### src/rtl/core/mmlc_pkg.sv
package mmlc_pkg;

    localparam int unsigned OUT_W   = 16;
    localparam logic [OUT_W-1:0] OUT_MAX = 16'hFFFF;

    localparam logic [7:0] CHAR_MARK  = 8'h31;  // '1'
    localparam logic [7:0] CHAR_SPACE = 8'h30;  // '0'

    typedef enum logic [1:0] {
        EVENT_DOT   = 2'd0,
        EVENT_DASH  = 2'd1,
        EVENT_CALIB = 2'd2
    } event_kind_t;

    typedef struct packed {
        event_kind_t      kind;
        logic [OUT_W-1:0] mark_len;
        logic [OUT_W-1:0] thr;
    } result_t;

endpackage

### src/rtl/core/mmlc_div.sv
module mmlc_div #(
    parameter int unsigned Q_W     = 16,
    parameter int unsigned DIVISOR = 4
) (
    input  logic           aclk,
    input  logic           aresetn,
    input  logic           step,
    output logic [Q_W-1:0] quotient
);

    localparam int unsigned REM_W = (DIVISOR > 1) ? $clog2(DIVISOR) : 1;
    localparam logic [REM_W-1:0] REM_LAST = REM_W'(DIVISOR - 1);

    logic [REM_W-1:0] rem_reg, rem_next;
    logic [Q_W-1:0]   quot_reg, quot_next;

    // hold a running total as quotient and remainder by DIVISOR; each step adds one
    always_comb begin
        rem_next  = rem_reg;
        quot_next = quot_reg;
        if (step) begin
            if (rem_reg == REM_LAST) begin
                rem_next  = '0;
                quot_next = quot_reg + Q_W'(1);
            end else begin
                rem_next = rem_reg + REM_W'(1);
            end
        end
    end

    always_ff @(posedge aclk) begin
        if (!aresetn) begin
            rem_reg  <= '0;
            quot_reg <= '0;
        end else begin
            rem_reg  <= rem_next;
            quot_reg <= quot_next;
        end
    end

    assign quotient = quot_reg;

`ifndef ASSERT_OFF
    a_rem_range: assert property (@(posedge aclk) disable iff (!aresetn)
        rem_reg <= REM_LAST)
        else $error("remainder reached the divisor");

    a_wrap: assert property (@(posedge aclk) disable iff (!aresetn)
        (step && rem_reg == REM_LAST) |=>
            (rem_reg == '0 && quot_reg == $past(quot_reg) + Q_W'(1)))
        else $error("quotient did not advance on remainder wrap");

    a_idle: assert property (@(posedge aclk) disable iff (!aresetn)
        !step |=> ($stable(rem_reg) && $stable(quot_reg)))
        else $error("running quotient moved without a step");
`endif

endmodule

### src/rtl/core/morse_mark_length_classifier.sv
// Channel  Direction  Handshake          Payload
// -------  ---------  -----------------  ---------------------------------------------
// s_       in         s_valid / s_ready  s_sample_char[7:0]
// m_       out        m_valid / m_ready  m_event_kind[1:0], m_mark_length[15:0],
//                                        m_threshold_value[15:0]
//
// One sample word is taken per cycle while s_ready is high; each run's result is registered.
// The calibration average is kept as a running quotient and remainder, advanced on every
// counted mark, so the threshold is ready at the run that closes calibration: no stall.
// Reset (aresetn low, synchronous) restarts calibration and empties the output stage.
// A two-word output stage (output register plus skid) keeps s_ready high while one result
// waits on m_ready; s_ready drops only when both words are held.
module morse_mark_length_classifier
    import mmlc_pkg::*;
#(
    parameter int unsigned CALIB_RUNS  = 4,
    parameter int unsigned COUNT_WIDTH = 16
) (
    input  logic        aclk,
    input  logic        aresetn,
    input  logic        s_valid,
    output logic        s_ready,
    input  logic [7:0]  s_sample_char,
    output logic        m_valid,
    input  logic        m_ready,
    output logic [1:0]  m_event_kind,
    output logic [15:0] m_mark_length,
    output logic [15:0] m_threshold_value
);

    localparam int unsigned RC_W  = $clog2(CALIB_RUNS + 1);
    localparam int unsigned EXT_W = (COUNT_WIDTH > OUT_W) ? COUNT_WIDTH : OUT_W;

    // run tracking and calibration state
    logic                   calibrating_reg, calibrating_next;
    logic                   mark_seen_reg, mark_seen_next;
    logic [COUNT_WIDTH-1:0] run_count_reg, run_count_next;
    logic [RC_W-1:0]        runs_collected_reg, runs_collected_next;
    logic [COUNT_WIDTH-1:0] threshold_reg, threshold_next;

    // output register and skid stage
    logic                   out_valid_reg, out_valid_next;
    result_t                out_reg, out_next;
    logic                   skid_valid_reg, skid_valid_next;
    result_t                skid_reg, skid_next;

    logic                   accept;
    logic                   mark_in;
    logic                   run_end;
    logic                   calib_step;
    logic                   push;
    result_t                push_data;
    logic                   pop;
    logic [COUNT_WIDTH-1:0] calib_quot;

    // saturate a count to the 16-bit output field
    function automatic logic [OUT_W-1:0] clip_out(input logic [COUNT_WIDTH-1:0] v);
        logic [EXT_W-1:0] v_ext;
        v_ext = EXT_W'(v);
        if (v_ext > EXT_W'(OUT_MAX)) begin
            return OUT_MAX;
        end
        return v_ext[OUT_W-1:0];
    endfunction

    // hold input while both output words are full
    assign s_ready = !skid_valid_reg;

    assign accept  = s_valid && s_ready;
    assign mark_in = accept && (s_sample_char == CHAR_MARK);
    assign run_end = accept && (s_sample_char == CHAR_SPACE) && mark_seen_reg;
    assign pop     = out_valid_reg && m_ready;

    // every mark that lengthens a calibration run adds one to the running total of the average
    assign calib_step = mark_in && calibrating_reg
                        && (run_count_reg != {COUNT_WIDTH{1'b1}});

    always_comb begin
        calibrating_next    = calibrating_reg;
        mark_seen_next      = mark_seen_reg;
        run_count_next      = run_count_reg;
        runs_collected_next = runs_collected_reg;
        threshold_next      = threshold_reg;
        push                = 1'b0;
        push_data.kind      = EVENT_DOT;
        push_data.mark_len  = clip_out(run_count_reg);
        push_data.thr       = clip_out(threshold_reg);

        // advance the run on a mark, saturating
        if (mark_in) begin
            if (run_count_reg != {COUNT_WIDTH{1'b1}}) begin
                run_count_next = run_count_reg + COUNT_WIDTH'(1);
            end
            mark_seen_next = 1'b1;
        end

        if (run_end) begin
            run_count_next = '0;
            mark_seen_next = 1'b0;
            if (calibrating_reg) begin
                runs_collected_next = runs_collected_reg + RC_W'(1);
                if (runs_collected_reg == RC_W'(CALIB_RUNS - 1)) begin
                    // last calibration run: latch the average and report it
                    calibrating_next = 1'b0;
                    threshold_next   = calib_quot;
                    push             = 1'b1;
                    push_data.kind   = EVENT_CALIB;
                    push_data.thr    = clip_out(calib_quot);
                end
            end else begin
                // compare on the full-width values, not the clipped ones
                push           = 1'b1;
                push_data.kind = (run_count_reg > threshold_reg) ? EVENT_DASH : EVENT_DOT;
            end
        end
    end

    // output register with skid; a push only arrives while the skid is empty
    always_comb begin
        out_valid_next  = out_valid_reg;
        out_next        = out_reg;
        skid_valid_next = skid_valid_reg;
        skid_next       = skid_reg;
        if (!out_valid_reg) begin
            if (push) begin
                out_valid_next = 1'b1;
                out_next       = push_data;
            end
        end else if (pop) begin
            if (skid_valid_reg) begin
                out_next        = skid_reg;
                skid_valid_next = 1'b0;
            end else if (push) begin
                out_next = push_data;
            end else begin
                out_valid_next = 1'b0;
            end
        end else if (push) begin
            skid_valid_next = 1'b1;
            skid_next       = push_data;
        end
    end

    always_ff @(posedge aclk) begin
        if (!aresetn) begin
            calibrating_reg    <= 1'b1;
            mark_seen_reg      <= 1'b0;
            run_count_reg      <= '0;
            runs_collected_reg <= '0;
            threshold_reg      <= '0;
            out_valid_reg      <= 1'b0;
            skid_valid_reg     <= 1'b0;
        end else begin
            calibrating_reg    <= calibrating_next;
            mark_seen_reg      <= mark_seen_next;
            run_count_reg      <= run_count_next;
            runs_collected_reg <= runs_collected_next;
            threshold_reg      <= threshold_next;
            out_valid_reg      <= out_valid_next;
            skid_valid_reg     <= skid_valid_next;
        end
        out_reg  <= out_next;
        skid_reg <= skid_next;
    end

    // threshold = truncated average of the calibration runs
    mmlc_div #(
        .Q_W     (COUNT_WIDTH),
        .DIVISOR (CALIB_RUNS)
    ) u_div (
        .aclk     (aclk),
        .aresetn  (aresetn),
        .step     (calib_step),
        .quotient (calib_quot)
    );

    assign m_valid           = out_valid_reg;
    assign m_event_kind      = out_reg.kind;
    assign m_mark_length     = out_reg.mark_len;
    assign m_threshold_value = out_reg.thr;

`ifndef ASSERT_OFF
    a_skid_behind_out: assert property (@(posedge aclk) disable iff (!aresetn)
        skid_valid_reg |-> out_valid_reg)
        else $error("skid word held with output register empty");

    a_push_room: assert property (@(posedge aclk) disable iff (!aresetn)
        push |-> !skid_valid_reg)
        else $error("result pushed with both output words full");

    a_out_hold: assert property (@(posedge aclk) disable iff (!aresetn)
        (m_valid && !m_ready) |=> (m_valid && $stable(m_event_kind)
            && $stable(m_mark_length) && $stable(m_threshold_value)))
        else $error("result word changed while waiting");

    a_calib_done: assert property (@(posedge aclk) disable iff (!aresetn)
        (m_valid && m_event_kind == EVENT_CALIB) |-> !calibrating_reg)
        else $error("calibration reported while still calibrating");

    a_kind_code: assert property (@(posedge aclk) disable iff (!aresetn)
        m_valid |-> (m_event_kind == EVENT_DOT || m_event_kind == EVENT_DASH
                     || m_event_kind == EVENT_CALIB))
        else $error("result word carries an unknown event kind");
`endif

endmodule

### config.mk
export PLATFORM = sky130hd
export DESIGN_NAME = morse_mark_length_classifier
export DESIGN_NICKNAME = d
export VERILOG_FILES = /design/src/rtl/core/mmlc_pkg.sv /design/src/rtl/core/mmlc_div.sv /design/src/rtl/core/morse_mark_length_classifier.sv
export SDC_FILE = /design/constraint.sdc
export NUM_CORES = 1
export LEC_CHECK = 0
export ABC_AREA = 1
export BUFFER_PORTS_ARGS = -buffer_cell sky130_fd_sc_hd__buf_4
export CORE_UTILIZATION = 40
export DETAILED_ROUTE_END_ITERATION = 12
export GPL_TIMING_DRIVEN = 0
export MAX_ROUTING_LAYER = met4
export PLACE_DENSITY = 0.54
export SYNTH_ARGS = -nofsm -noshare
export SYNTH_HDL_FRONTEND = slang
export SYNTH_SLANG_ARGS = --single-unit
### constraint.sdc
create_clock -name aclk -period 9.2 [get_ports aclk]
set_input_delay 1.84 -clock aclk [delete_from_list [all_inputs] [get_ports aclk]]
set_output_delay 1.84 -clock aclk [all_outputs]
set_load 0.01 [all_outputs]
== After elaboration in Yosys (flattened, before gate mapping) ==
Cells that the tools add are included.

* Word-level logic and storage cells: 82
* Flip-flop bits (word level): 125
* Output and inout bits: 36

* Eq/ne operators: 6
* Add/subtract/negate cells: 4
* Reduce and logical (&&, ||, !) cells: 16
* Bitwise operators: 2
* Multiplexer cells: 35
* Magnitude comparators: 4

{| class="wikitable"
|+ Operators with widths
! operator !! count
|-
| 16-bit 2-to-1 mux || 9
|-
| 34-bit 2-to-1 mux || 4
|-
| 16-bit > comparator (second input constant) || 3
|-
| 16-bit by 1-bit adder with 16-bit output (second input constant) || 2
|-
| 1-bit 2-to-1 mux || 18
|-
| 8-bit by 6-bit equality test with 1-bit output (second input constant) || 2
|-
| 16-bit > comparator || 1
|-
| 16-bit inequality test (second input constant) || 1
|-
| 2-bit 2-to-1 mux || 4
|-
| 2-bit AND reduction || 4
|-
| 1-bit logical AND || 7
|-
| 3-bit AND reduction || 2
|-
| 3-bit by 1-bit adder with 3-bit output (second input constant) || 1
|-
| 3-bit by 2-bit equality test with 1-bit output (second input constant) || 1
|-
| 2-bit by 1-bit adder with 2-bit output (second input constant) || 1
|-
| 2-bit equality test (second input constant) || 1
|-
| 2-bit by 1-bit inequality test with 1-bit output (second input constant) || 1
|-
| 1-bit inverter || 2
|-
| 2-bit nonzero test || 1
|-
| 2-bit OR reduction || 1
|-
| 1-bit logical NOT || 1
|}

== Depth between registers and ports, before layout ==
* Depth after elaboration: 13
* Mapped depth: 13
* Mapped depth without buffers: 13

== Modules after synthesis ==
Synthesis repeated with hierarchy kept, for this count alone.

* Cell total of the unflattened synthesis: 819
* Area, all modules: 6,466.2 µm²

{| class="wikitable"
|+ By module, submodules not included
! module !! seq. area each (µm²) !! area an instance (µm²) !! cells an instance !! times used
|-
| morse_mark_length_classifier || 2,822.7 || 5,606.6 || 693 || 1
|-
| mmlc_div || 360.3 || 859.6 || 126 || 1
|}

== Worst setup path before layout ==
OpenSTA, ideal clock, no wires.

* Path type: input to register
* Start: input s_valid
* End: register skid_reg[0] in the netlist's numbering (enable)
* Data arrival time: 4,120 ps
* Data required time: 8,775 ps
* Setup slack: 4,655 ps
* Stages: 9
* Buffers on the path: 1
* Cell sequence: inv_1 > nor2_4 > nand3_1 > nor2_2 > nand3_2 > nand2_2 > buf_6 > nand2_1 > nor2_1

* Cells in the longest elaborated chain, start to end: 5

{| class="wikitable"
|+ Ends and longest elaborated chain
! what !! line !! source
|-
| from (decl) || morse_mark_length_classifier.sv:21 || <nowiki>input logic s_valid,</nowiki>
|-
| 1-bit logical AND || morse_mark_length_classifier.sv:69 || <nowiki>assign accept = s_valid && s_ready;</nowiki>
|-
| 1-bit logical AND (2 in a row) || morse_mark_length_classifier.sv:71 || <nowiki>assign run_end = accept && (s_sample_char == CHAR_SPACE) && mark_seen_reg;</nowiki>
|-
| 1-bit 2-to-1 mux || morse_mark_length_classifier.sv:97 || <nowiki>if (run_end) begin</nowiki>
|-
| 3-bit AND reduction (no line) || n/a ||
|-
| to (signal assigned) || morse_mark_length_classifier.sv:163 || <nowiki>skid_reg <= skid_next;</nowiki>
|-
| to (decl) || morse_mark_length_classifier.sv:45 || <nowiki>result_t skid_reg, skid_next;</nowiki>
|}

Every way passes these cells.
A chain may end at the register's enable or synchronous reset.

== Worst setup path after layout ==
* Start: input s_sample_char[2]
* End: register skid_reg[24] in the netlist's numbering (enable)

* Cells in the longest elaborated chain, start to end: 5

{| class="wikitable"
|+ Ends and longest elaborated chain
! what !! line !! source
|-
| from (decl) || morse_mark_length_classifier.sv:23 || <nowiki>input logic [7:0] s_sample_char,</nowiki>
|-
| 8-bit by 6-bit equality test with 1-bit output || morse_mark_length_classifier.sv:71 ||
|-
| 1-bit logical AND (2 in a row) || morse_mark_length_classifier.sv:71 ||
|-
| 1-bit 2-to-1 mux || morse_mark_length_classifier.sv:97 ||
|-
| 3-bit AND reduction (no line) || n/a ||
|}

Every way passes these cells.

==> metrics.cfg <==
[global_routing]
grt_util_met3_pct = 3.01
grt_util_met1_pct = 32.6
grt_use_total_pct = 21.9
grt_pass1_wl_um = 28600
grt_max_degree = 36
busiest_layer = met1
grt_overflow = 0
antenna_found_initial = 0
grt_pass1_vias = 5255
grtUsageMet2_pct = 29.8

[clock_tree]
clock_sinks = 125
cts_buffer_depth = 2
clk_latency_ns = 0.42
cts_tree = yes
cts_resized = 0
cts_hold_buf = 0
cts_inserted_buffers = 17
post_cts_buffers = 0
clk_pin_slew_ns = 0.06
cts-root-buf = clkbuf_16
htreeDepth = 4

[critical_path]
crit_path_top_delay_cell = nor2_4
crit_family = simple AND/OR/NAND/NOR gates
crit_fanout = 18
end_kind = register
max_stage_delay_ns = 0.46
criticalPathCategory = primary input to register
cp-start-kind = primary input
worst_ep_arrival_time_ns = 3.72
critPathBufInv = 4
cp.required_ns = 9.32
critical_path.cell_chain = buf_4 -> inv_1 -> nand2_1 -> nor3_4 -> nand3_2 -> nand2_2 -> buf_6 -> nand2_1 -> nor2_4 -> buf_16
crit_top_cell = nand2_1

[detailed_routing]
drc_errors = 0
ant_nets = 0
vias_per_cell = 4.94
vias = 5734
first_iter_violations = 464
routedWlPerCell_um = 15.2
routed_wl_um = 17700
first_pass_iters = 8

[timing]
drv_slew = 0
slew_headroom_pct = 42.7
rsz0062_at_grt = no
period_share_pct = 39.0
timing.fmax_mhz = 278
worst_slack_ns = 5.61
final.setup.tns_ns = 0
setup_viol = 0
tightest_slew_ns = 0.856
hold_viol = 0
fin_crit_ns = 3.59
finalClockSkew_ns = 0.00550

[cells_and_area]
largest_register_ffs = 34
finalInstanceArea_um2 = 7990
synthToLayoutAreaGrowth_pct = 18.8
insertedDiodeCount = 0
drive_gt1_share_pct = 13.3
nNetsFinal = 960
fillers = 1664

[place]
placed_cell_area_um2 = 7390
portBuffers = 47
dp_hpwl_um = 12900
place_ws_ns = 5.18
gp_congestion = 0.893

[logic_synthesis]
synth_compound_area_share_pct = 10.2
ys_seq_area_share_pct = 47.3
synth-xor-area-share_pct = 1.82
synthSimpleGateAreaFrac_pct = 30.0
post_synth_fa_ha_maj_area_fraction_pct = 3.91
synth_nets = 893
netlist_top_cells_area = edfxtp_1 (30%), dfxtp_1 (17%), nand2_1 (17%), a21oi_1 (6.8%), nor2_1 (4.5%)
synth_seq_cells = 125
avgSynthCellArea_um2 = 7.82
synthCells = 860
netlist_area_um2 = 6730
synth_cell_types = 33
muxShareOfSynthArea_pct = 0
synth_top_cell_by_area = edfxtp_1
synth_top_family_by_area = simple AND/OR/NAND/NOR gates
yosysWarnings = 0
synth_top_area_share_pct = 30.4

[die]
dieHeight_um = 132
start_util_pct = 40.7
dieWidth_um = 132
core_um2 = 16500
dieArea_um2 = 17300
io_pins = 48
row_count = 47

[pwr]
leakagePower_uw = 0.00310
ir_drop_uv = 132
power_density_nw_per_um2 = 171

[flow_run]
cap_violations = 0

[min_path]
hold_path_class = register to register

[run_status]
status = completed

[cells in the final DEF, fill, tap and decap left out, types with 2 or more instances in the layout]
cell type,n
nor2_1,80
nand4_1,24
dfxtp_1,57
nand4_4,2
nand2_2,3
inv_2,3
inv_1,60
clkbuf_1,14
buf_4,53
edfxtp_1,68
nor3_1,6
o21ai_0,26
o21ai_1,17
bufinv_16,3
clkinv_1,4
ha_1,21
nor2_2,4
clkinv_4,2
clkinv_2,2
xor2_1,11
nand2_1,295
a21oi_1,92
nor2_4,6
nand3_1,34
nand3_2,3
buf_6,6
clkinvlp_4,4
buf_2,9
inv_6,2
xnor2_1,3
clkbuf_16,17
[per-stage QoR]
| stage | cells | power, uW | hold WS [ns] | util [%] |
|---|---|---|---|---|
| 6_report | 1160 | 1360 | 0.469 | 48.4 |
| 5_1_grt | 1160 | 1410 | 0.504 | 48.4 |
| 4_1_cts | 1160 | 1380 | 0.473 | 48.4 |
| 3_5_place_dp | 1128 | 692 | 0.465 | 44.7 |
| 3_3_place_gp | 1127 | 691 | 0.461 | 44.5 |
| 2_1_floorplan | 860 | 656 | 0.443 | - |
[power breakdown]
group	leakage, uW	switching, uW	internal, uW
combinational	0.00175	32.9	34.3
clock	0.000280	258	426
sequential	0.00107	8.95	604
total	0.00310	300	1060
[cell families after synthesis]
group                      Yosys count
and+or+nand+nor                    464
AOI/OAI and AO/OA                  136
DFF                                125
buffers and inverters              100
adders and majority gates           21
xor gates and xnor gates            14
[cell usage after synthesis]
cell / n
buf_6: 6
o21ai_1: 17
nand3_2: 3
inv_2: 3
a21o_1: 1
clkinv_1: 3
nor2_4: 5
nand2_2: 2
nor2_2: 4
nand3_4: 1
nand3_1: 34
nand2_1: 296
nor2_1: 81
xor2_1: 11
nor3_1: 6
dfxtp_1: 57
a21oi_1: 92
xnor2_1: 3
nor2_8: 1
buf_2: 9
o21ai_0: 26
buf_4: 6
edfxtp_1: 68
nand4_1: 24
nor3_4: 1
nand4_4: 2
inv_1: 60
nor3_2: 1
nor3b_1: 1
nand2_4: 1
and2_1: 1
clkbuf_1: 13
ha_1: 21
[final timing paths]
kind                          from                     to  slack, ns  depth (start not counted)
min          runs_collected_reg[0]  runs_collected_reg[0]       0.47                          2
min reg2reg  runs_collected_reg[0]  runs_collected_reg[0]       0.47                          2
max               s_sample_char[2]           skid_reg[24]       5.61                         10
max reg2reg         skid_valid_reg           skid_reg[24]       6.71                          9
[per-layer routing]
metal / vias up / routed length, um
li1: 2970 / -
met1: 2609 / 9460
met2: 138 / 7380
met3: 17 / 542
met4: 0 / 289
met5: - / 0
[layout make-up]
cell class                 count  area, um^2  area share [%]
tap                          220         275            3.45
buffer                        34         206            2.58
inverter                      66         248            3.10
sequential                   125        3180            39.8
multi-input combinational    635        3100            38.8
clock inverter                14         169            2.11
clock buffer                  18         429            5.37
timing repair buffer          48         380            4.76
[worst reg2reg max path, stage by stage, from the launching register on]
cell and delay, ns:
dfxtp_1 0.40, nor2_4 0.20, nand3_1 0.10, nor2_2 0.17, nand3_2 0.19, nand2_2 0.17, buf_6 0.16, nand2_1 0.12
nor2_4 0.46, buf_16 0.23
Power figures use the tool's default switching activity.
